<file path="src/sv/rgb_to_luv_pixel_top_defines.svh">
// Assertion macros shared by the RGB to LUV pixel block.
// Used by rgb_to_luv_pixel_top; expects clk and arst_n in scope.
`ifndef RGB_TO_LUV_PIXEL_TOP_DEFINES_SVH
`define RGB_TO_LUV_PIXEL_TOP_DEFINES_SVH

// Same-cycle implication, disabled in reset.
`define RGBLUV_ASSERT_NOW(label, ante, cons, msg) \
	label: assert property (@(posedge clk) disable iff (!arst_n) (ante) |-> (cons)) \
		else $error(msg);

// Next-cycle implication, disabled in reset.
`define RGBLUV_ASSERT_NEXT(label, ante, cons, msg) \
	label: assert property (@(posedge clk) disable iff (!arst_n) (ante) |=> (cons)) \
		else $error(msg);

`endif

</file>
<file path="src/sv/rgbluv_pkg.sv">
// Package for the RGB to LUV pixel block: types, constants, lightness ROM builder.
// No dependencies; used by every rgbluv module and the top level.
`default_nettype none
package rgbluv_pkg;

	localparam int LUT_DEPTH     = 1025;
	localparam int OUT_FRAC_BITS = 16;

	localparam int IDX_W = $clog2(LUT_DEPTH);
	localparam int XS_W  = 24;
	localparam int YS_W  = 25;
	localparam int ZS_W  = 25;
	localparam int S_W   = 29;
	localparam int Q_W   = 24;
	localparam int DIV_STAGES = Q_W;

	// Matrix rows, Q0.16 of coefficient/255 scaled back by 255
	localparam int unsigned XR = 28218;
	localparam int unsigned XG = 22384;
	localparam int unsigned XB = 11687;
	localparam int unsigned YR = 14550;
	localparam int unsigned YG = 46311;
	localparam int unsigned YB = 4675;
	localparam int unsigned ZR = 1323;
	localparam int unsigned ZG = 8490;
	localparam int unsigned ZB = 61550;

	localparam int unsigned Y_DEN  = 255 * 65536;
	localparam int IDX_SH = 25;
	localparam logic [63:0] IDX_MUL = (64'(LUT_DEPTH - 1) << IDX_SH) / Y_DEN;

	// last ROM index and the linear-segment denominator of the lightness curve
	localparam logic [63:0] ROM_LAST = 64'(LUT_DEPTH - 1);
	localparam logic [63:0] LIN_DEN  = 64'd7290 * ROM_LAST;
	localparam logic [63:0] LIN_HALF = 64'd3645 * ROM_LAST;

	localparam int unsigned TU_OFF = 13 * 3319087;
	localparam int unsigned TV_OFF = 13 * 7857290;

	localparam logic [63:0] OFF_U = ((64'd88 << (OUT_FRAC_BITS + 24)) + 64'd135) / 64'd270;
	localparam logic [63:0] OFF_V = ((64'd134 << (OUT_FRAC_BITS + 24)) + 64'd135) / 64'd270;
	localparam logic [63:0] ROUND24 = 64'd1 << 23;

	localparam logic [63:0] FULL_SCALE = (64'd1 << OUT_FRAC_BITS) - 64'd1;
	localparam logic [63:0] OUT_LIMIT  = (FULL_SCALE > 64'hFFFF) ? 64'hFFFF : FULL_SCALE;

	typedef struct packed {
		logic [7:0] blue;
		logic [7:0] green;
		logic [7:0] red;
	} pixel_t;

	typedef struct packed {
		logic [15:0] light;
		logic [15:0] chroma_u;
		logic [15:0] chroma_v;
	} luv_t;

	typedef struct packed {
		logic [XS_W-1:0]  xs;
		logic [YS_W-1:0]  ys;
		logic [S_W-1:0]   s;
		logic [IDX_W-1:0] q_est;
	} mat_t;

	typedef struct packed {
		logic [Q_W-1:0]   ru;
		logic [Q_W-1:0]   rv;
		logic [YS_W-1:0]  ys;
		logic [IDX_W-1:0] q_est;
	} div_t;

	typedef logic [OUT_FRAC_BITS-1:0] rom_t [LUT_DEPTH];

	function automatic logic [63:0] cube_root_floor(logic [63:0] t);
		logic [63:0] c;
		logic [63:0] cand;
		c = 64'd0;
		for (int b = 20; b >= 0; b--) begin
			cand = c | (64'd1 << b);
			if (cand * cand * cand <= t)
				c = cand;
		end
		return c;
	endfunction

	function automatic logic [63:0] light_entry(logic [63:0] idx);
		logic [63:0] c;
		logic [63:0] val;
		logic [63:0] res;
		if (idx * 64'd24389 > 64'd216 * ROM_LAST) begin
			c   = cube_root_floor((idx << 48) / ROM_LAST);
			val = 64'd116 * c - 64'd1048576;
			res = ((val << OUT_FRAC_BITS) + 64'd8847360) / 64'd17694720;
		end else begin
			res = (((idx * 64'd24389) << OUT_FRAC_BITS) + LIN_HALF) / LIN_DEN;
		end
		return res;
	endfunction

	function automatic rom_t build_rom();
		rom_t r;
		for (int i = 0; i < LUT_DEPTH; i++)
			r[i] = OUT_FRAC_BITS'(light_entry(64'(i)));
		return r;
	endfunction

	// round-shift a Q(F+24) chroma sum and clamp into the output range
	function automatic logic [15:0] sat_chroma(logic signed [50:0] sum);
		logic [26:0] r;
		r = 27'(sum >>> 24);
		if (sum < 0)
			return 16'd0;
		else if (64'(r) > OUT_LIMIT)
			return 16'(OUT_LIMIT);
		else
			return 16'(r);
	endfunction

endpackage
`default_nettype wire

</file>
<file path="src/sv/rgbluv_matrix.sv">
// Two stages: XYZ matrix products, then S sum and lightness index estimate.
// Depends on rgbluv_pkg.
`default_nettype none
module rgbluv_matrix (
	input  wire logic             clk,
	input  wire logic             arst_n,
	input  wire logic             en,
	input  wire logic             in_valid,
	input  wire rgbluv_pkg::pixel_t in_pix,
	output logic                  out_valid,
	output rgbluv_pkg::mat_t      out_mat
);

	logic [31:0] r32, g32, b32;
	logic [rgbluv_pkg::XS_W-1:0] xs_c;
	logic [rgbluv_pkg::YS_W-1:0] ys_c;
	logic [rgbluv_pkg::ZS_W-1:0] zs_c;

	logic                        valid_s1, valid_s2;
	logic [rgbluv_pkg::XS_W-1:0] xs_s1;
	logic [rgbluv_pkg::YS_W-1:0] ys_s1;
	logic [rgbluv_pkg::ZS_W-1:0] zs_s1;
	rgbluv_pkg::mat_t            mat_s2;

	always_comb begin
		r32  = {24'd0, in_pix.red};
		g32  = {24'd0, in_pix.green};
		b32  = {24'd0, in_pix.blue};
		xs_c = rgbluv_pkg::XS_W'(r32 * 32'(rgbluv_pkg::XR) + g32 * 32'(rgbluv_pkg::XG)
			+ b32 * 32'(rgbluv_pkg::XB));
		ys_c = rgbluv_pkg::YS_W'(r32 * 32'(rgbluv_pkg::YR) + g32 * 32'(rgbluv_pkg::YG)
			+ b32 * 32'(rgbluv_pkg::YB));
		zs_c = rgbluv_pkg::ZS_W'(r32 * 32'(rgbluv_pkg::ZR) + g32 * 32'(rgbluv_pkg::ZG)
			+ b32 * 32'(rgbluv_pkg::ZB));
	end

	always_ff @(posedge clk or negedge arst_n) begin
		if (!arst_n) begin
			valid_s1 <= 1'b0;
			valid_s2 <= 1'b0;
		end else if (en) begin
			valid_s1 <= in_valid;
			valid_s2 <= valid_s1;
		end
	end

	always_ff @(posedge clk) begin
		if (en) begin
			xs_s1        <= xs_c;
			ys_s1        <= ys_c;
			zs_s1        <= zs_c;
			mat_s2.xs    <= xs_s1;
			mat_s2.ys    <= ys_s1;
			mat_s2.s     <= rgbluv_pkg::S_W'(32'(xs_s1) + 32'(ys_s1) * 32'd15
				+ 32'(zs_s1) * 32'd3);
			// estimate is exact or one low; fixed up after the divider
			mat_s2.q_est <= rgbluv_pkg::IDX_W'((64'(ys_s1) * rgbluv_pkg::IDX_MUL)
				>> rgbluv_pkg::IDX_SH);
		end
	end

	assign out_valid = valid_s2;
	assign out_mat   = mat_s2;

endmodule
`default_nettype wire

</file>
<file path="config.mk">
export PLATFORM = sky130hd
export DESIGN_NAME = rgbluv_matrix
export DESIGN_NICKNAME = d
export VERILOG_FILES = /design/src/sv/rgb_to_luv_pixel_top_defines.svh /design/src/sv/rgbluv_pkg.sv /design/src/sv/rgbluv_matrix.sv
export SDC_FILE = /design/constraint.sdc
export NUM_CORES = 1
export LEC_CHECK = 0
export BUFFER_PORTS_ARGS = -buffer_cell sky130_fd_sc_hd__clkbuf_2
export CORE_MARGIN = 2
export CORE_UTILIZATION = 65
export CTS_CLUSTER_SIZE = 28
export DETAILED_ROUTE_END_ITERATION = 6
export GPL_ROUTABILITY_DRIVEN = 0
export PLACE_DENSITY_LB_ADDON = 0.05
export SYNTH_ARGS = -nofsm -noshare
export SYNTH_HDL_FRONTEND = slang
export SYNTH_SLANG_ARGS = --single-unit
export TNS_END_PERCENT = 50
</file>
<file path="constraint.sdc">
create_clock -name clk -period 13 [get_ports clk]
set_input_delay 1.3 -clock clk [delete_from_list [all_inputs] [get_ports clk]]
set_output_delay 1.3 -clock clk [all_outputs]
set_load 0.1 [all_outputs]
</file>
### Word level (Yosys, flattened, before mapping)

Index checks and enable logic that the tools add are counted.

* register bits: 165
* bits of input ports: 28

* add/subtract/negate cells: 8
* $mul: 12

Operators by type and width (count)
* 8-bit by 13-bit multiplier with 21-bit output, second input constant: 3
* 8-bit by 14-bit multiplier with 22-bit output, second input constant: 2
* 8-bit by 11-bit multiplier with 19-bit output, second input constant: 2
* 25-bit by 9-bit multiplier with 33-bit output, second input constant: 1
* 24-bit by 29-bit adder with 29-bit output: 1
* 29-bit by 27-bit adder with 29-bit output: 1
* 25-bit by 4-bit multiplier with 29-bit output, second input constant: 1
* 25-bit by 2-bit multiplier with 27-bit output, second input constant: 1
* 22-bit by 24-bit adder with 25-bit output: 1
* 23-bit by 24-bit adder with 25-bit output: 1
* 25-bit by 21-bit adder with 25-bit output: 1
* 23-bit by 23-bit adder with 24-bit output: 1
* 24-bit by 22-bit adder with 24-bit output: 1
* 8-bit by 16-bit multiplier with 24-bit output, second input constant: 1
* 19-bit by 22-bit adder with 23-bit output: 1
* 8-bit by 15-bit multiplier with 23-bit output, second input constant: 1

### Logic depth before layout (Yosys ltp)

* depth after elaboration: 3
* gate-level depth with buffers: 32
* gate-level depth less buffers: 32

### Worst setup path after synthesis

OpenSTA, ideal clock, no wires.

* path kind: input-to-reg
* from: input port in_pix[2] (netlist name)
* to: register xs_s1[22] (netlist name) (data pin)
* library setup time: 0.258 ns
* data arrival time: 8.855 ns
* required time: 12.742 ns
* slack: 3.887 ns
* cell stages on the path: 31
* path buffers: 0
* cells stage by stage: fa_1 ha_1 inv_1 fa_1 fa_1 inv_1 ha_1 a21o_1 a21oi_1 o21bai_1 a21oi_1 xnor2_1 fa_1 inv_1 fa_1 inv_1 fa_1 fa_1 inv_1 fa_1 inv_1 ha_1 a211oi_2 nor2_1 a22o_1 a31o_1 o21a_1 o31ai_2 o2111ai_1 a21oi_1 xnor2_1

* cells in the longest elaborated chain, start to end: 3

RTL lines
* from (decl): RTL line rgbluv_matrix.sv:9 `input wire rgbluv_pkg::pixel_t in_pix,`
* 8-bit by 14-bit multiplier with 22-bit output: RTL line rgbluv_matrix.sv:29 `xs_c = rgbluv_pkg::XS_W'(r32 * 32'(rgbluv_pkg::XR) + g32 * 32'(rgbluv_pkg::XG)`
* 23-bit by 23-bit adder with 24-bit output: RTL line rgbluv_matrix.sv:29
* 24-bit by 22-bit adder with 24-bit output: RTL line rgbluv_matrix.sv:30 `+ b32 * 32'(rgbluv_pkg::XB));`
* via xs_c (one bit): RTL line rgbluv_matrix.sv:15 `logic [rgbluv_pkg::XS_W-1:0] xs_c;`
* to (signal assigned): RTL line rgbluv_matrix.sv:49 `xs_s1 <= xs_c;`
* to (decl): RTL line rgbluv_matrix.sv:20 `logic [rgbluv_pkg::XS_W-1:0] xs_s1;`

The timed path passes the listed nets, and every way through them passes these cells.
A chain may end at the register's enable or synchronous reset.

### Worst setup path in the final report

* from: input port in_pix[2] (netlist name)
* to: register xs_s1[23] (netlist name) (data pin)

The elaborated chain is that of the path after synthesis.

==> flow_summary.json <==
{
  "status": "finished, final reports clean",
  "skew_ns": 0.01443,
  "period_needed_ns": 9.549,
  "top_level_ports": 118,
  "rows": 76,
  "wl_per_cell_um": 20.94,
  "ant_nets": 0,
  "syn_to_final_growth_pct": 6.709,
  "grt-ovfl-total": 0,
  "cts_tree": "yes",
  "start_util_pct": 65.55,
  "io_buffers": 117,
  "max_cap_viol_count": 0,
  "grt_max_degree": 95,
  "ys_warn_count": 0,
  "crit_type": "in2reg",
  "drtIter0Drc": 963,
  "ys_types": 69,
  "synth_cells": 2583,
  "ys.flop_type": "edfxtp_1",
  "grt_pass1_vias": 19802,
  "start_kind": "primary input",
  "antenna_found_initial": 1,
  "coreArea_mm2": 0.04279,
  "clk_pin_slew_ns": 0.06,
  "holdWs_ns": 0.4953,
  "async_reset_ff_share_pct": 1.212,
  "yosysTopAreaCellShare_pct": 31.05,
  "worst_setup_path_end_kind": "flip-flop",
  "root_buffer": "clkbuf_16",
  "setup_slack_ns": 3.451,
  "ys_seq_area_share_pct": 17.63,
  "antennaDiodeCount": 0,
  "utilization_pct": 69.95,
  "synth-edff-count": 163,
  "cts_buffers": 17,
  "max_freq_mhz": 104.7,
  "tightest_slew_ns": 0.9369,
  "htree_levels": 4,
  "drive_gt1_share_pct": 6.693,
  "synth_seq_cells": 165,
  "arrival_ns": 9.86,
  "die_x_um": 211.7,
  "crit_path_max_incr_delay_ns": 0.59,
  "cts-resized-gates": 0,
  "grtUsageTotal_pct": 32.50,
  "drc": 0,
  "fin_tns_setup_ns": 0,
  "syn-num-nets": 3590,
  "holdCritPathClass": "reg2reg",
  "cp_common_cell": "fa_1",
  "fin_crit_sh_pct": 73.45,
  "cts_sinks": 165,
  "insertion_delay_ns": 0.45,
  "cp.required_ns": 13.31,
  "hold_viol": 0,
  "wirelength_um": 68690,
  "dieArea_mm2": 0.04483,
  "die_h_um": 211.7,
  "slew_headroom_pct": 37.54,
  "rsz0062_at_grt": "no",
  "clockBufferDepth": 2,
  "syn_area_mm2": 0.02805,
  "viasPerCell": 5.718,
  "hpwl_um": 59920,
  "final_nets": 3728,
  "final_common_cell": "inv_1",
  "setup_viol": 0,
  "grt_pass1_wl_um": 108500,
  "postCtsSetupRepairBufs": 0,
  "dp_slack_ns": 3.053,
  "routed-via-count": 18754,
  "ctsHoldBuffers": 0,
  "synth_area_leaders": "fa_1 (31%), ha_1 (24%), edfxtp_1 (17%)",
  "drv_slew": 0,
  "syn_area_per_cell_um2": 10.86,
  "yosys.area.top_type": "fa_1",
  "drt_pass1_iterations": 5,
  "cpMaxStageDelayCell": "fa_1",
  "critPathMaxFanout": 9,
  "final_cell_mix": "inv_1 (638), ha_1 (544), fa_1 (435), edfxtp_1 (163)"
}
through the flow:
stage,area (um2),cells
floorplan,28050,2583
global placement,29340,3248
detailed placement,29340,3248
CTS,29930,3280
global route,29930,3280
finish,29930,3280
metal layers:
metal  GRT usage, %  wire (um)  up-vias
met3          3.293       3331      170
met1          42.80      29250     9307
li1               -          -     8721
met4          17.80       4032        0
met2          53.29      32080      556
met5              0          0        -
synth_stat cells, types with 30 or more instances:
| cell type | count |
|---|---|
| a21o_1 | 52 |
| a21oi_1 | 110 |
| edfxtp_1 | 163 |
| fa_1 | 435 |
| ha_1 | 544 |
| inv_1 | 638 |
| nand2_1 | 59 |
| nand3_1 | 30 |
| nor2_1 | 76 |
| o21ai_0 | 35 |
| xnor2_1 | 116 |
| xor2_1 | 51 |
area by class of cell:
class	instances	area (um2)
clock buffer	18	429.2
clock inverter	14	158.9
fill	3279	12860
inverter	638	2395
multi-input combinational	1779	20710
sequential	165	4945
tap	546	683.2
timing repair buffer	120	614.3
registers in the layout, summed over array words and instances (netlist names):
name,count
xs_s1,24
out_mat,89
valid_s1,1
out_valid,1
ys_s1,25
zs_s1,25
worst max-delay path, delay by kind of cell:
family | cells | cell delay [ns]
adders and majority gates | 11 | 5.13
and+or+nand+nor | 4 | 0.82
AOI/OAI and AO/OA | 9 | 1.92
xor gates and xnor gates | 1 | 0.11
buffers and inverters | 7 | 0.54
worst paths after layout:
kind	startpoint	to	slack [ns]	cells after the start
worst max-delay path	in_pix[2]	xs_s1[23]	3.45	32
worst min-delay path	xs_s1[0]	out_mat[65]	0.50	0
worst max register to register	ys_s1[4]	out_mat[39]	7.52	16
worst min register to register	xs_s1[0]	out_mat[65]	0.50	0
max in group asynchronous	arst_n	out_valid	12.28	1
min in group asynchronous	arst_n	valid_s1	0.63	1
logic make-up after synthesis:
family,Yosys count,synth area share (%)
fa+ha+maj,979,55.31
buf+inv,639,8.551
compound gates,341,8.163
simple gates,288,4.982
xor+xnor,167,5.214
flops,165,17.63
mux,4,0.1517
Power is not shown: default switching activity piles up to over one toggle a cycle in this logic, so the estimate is an artifact.
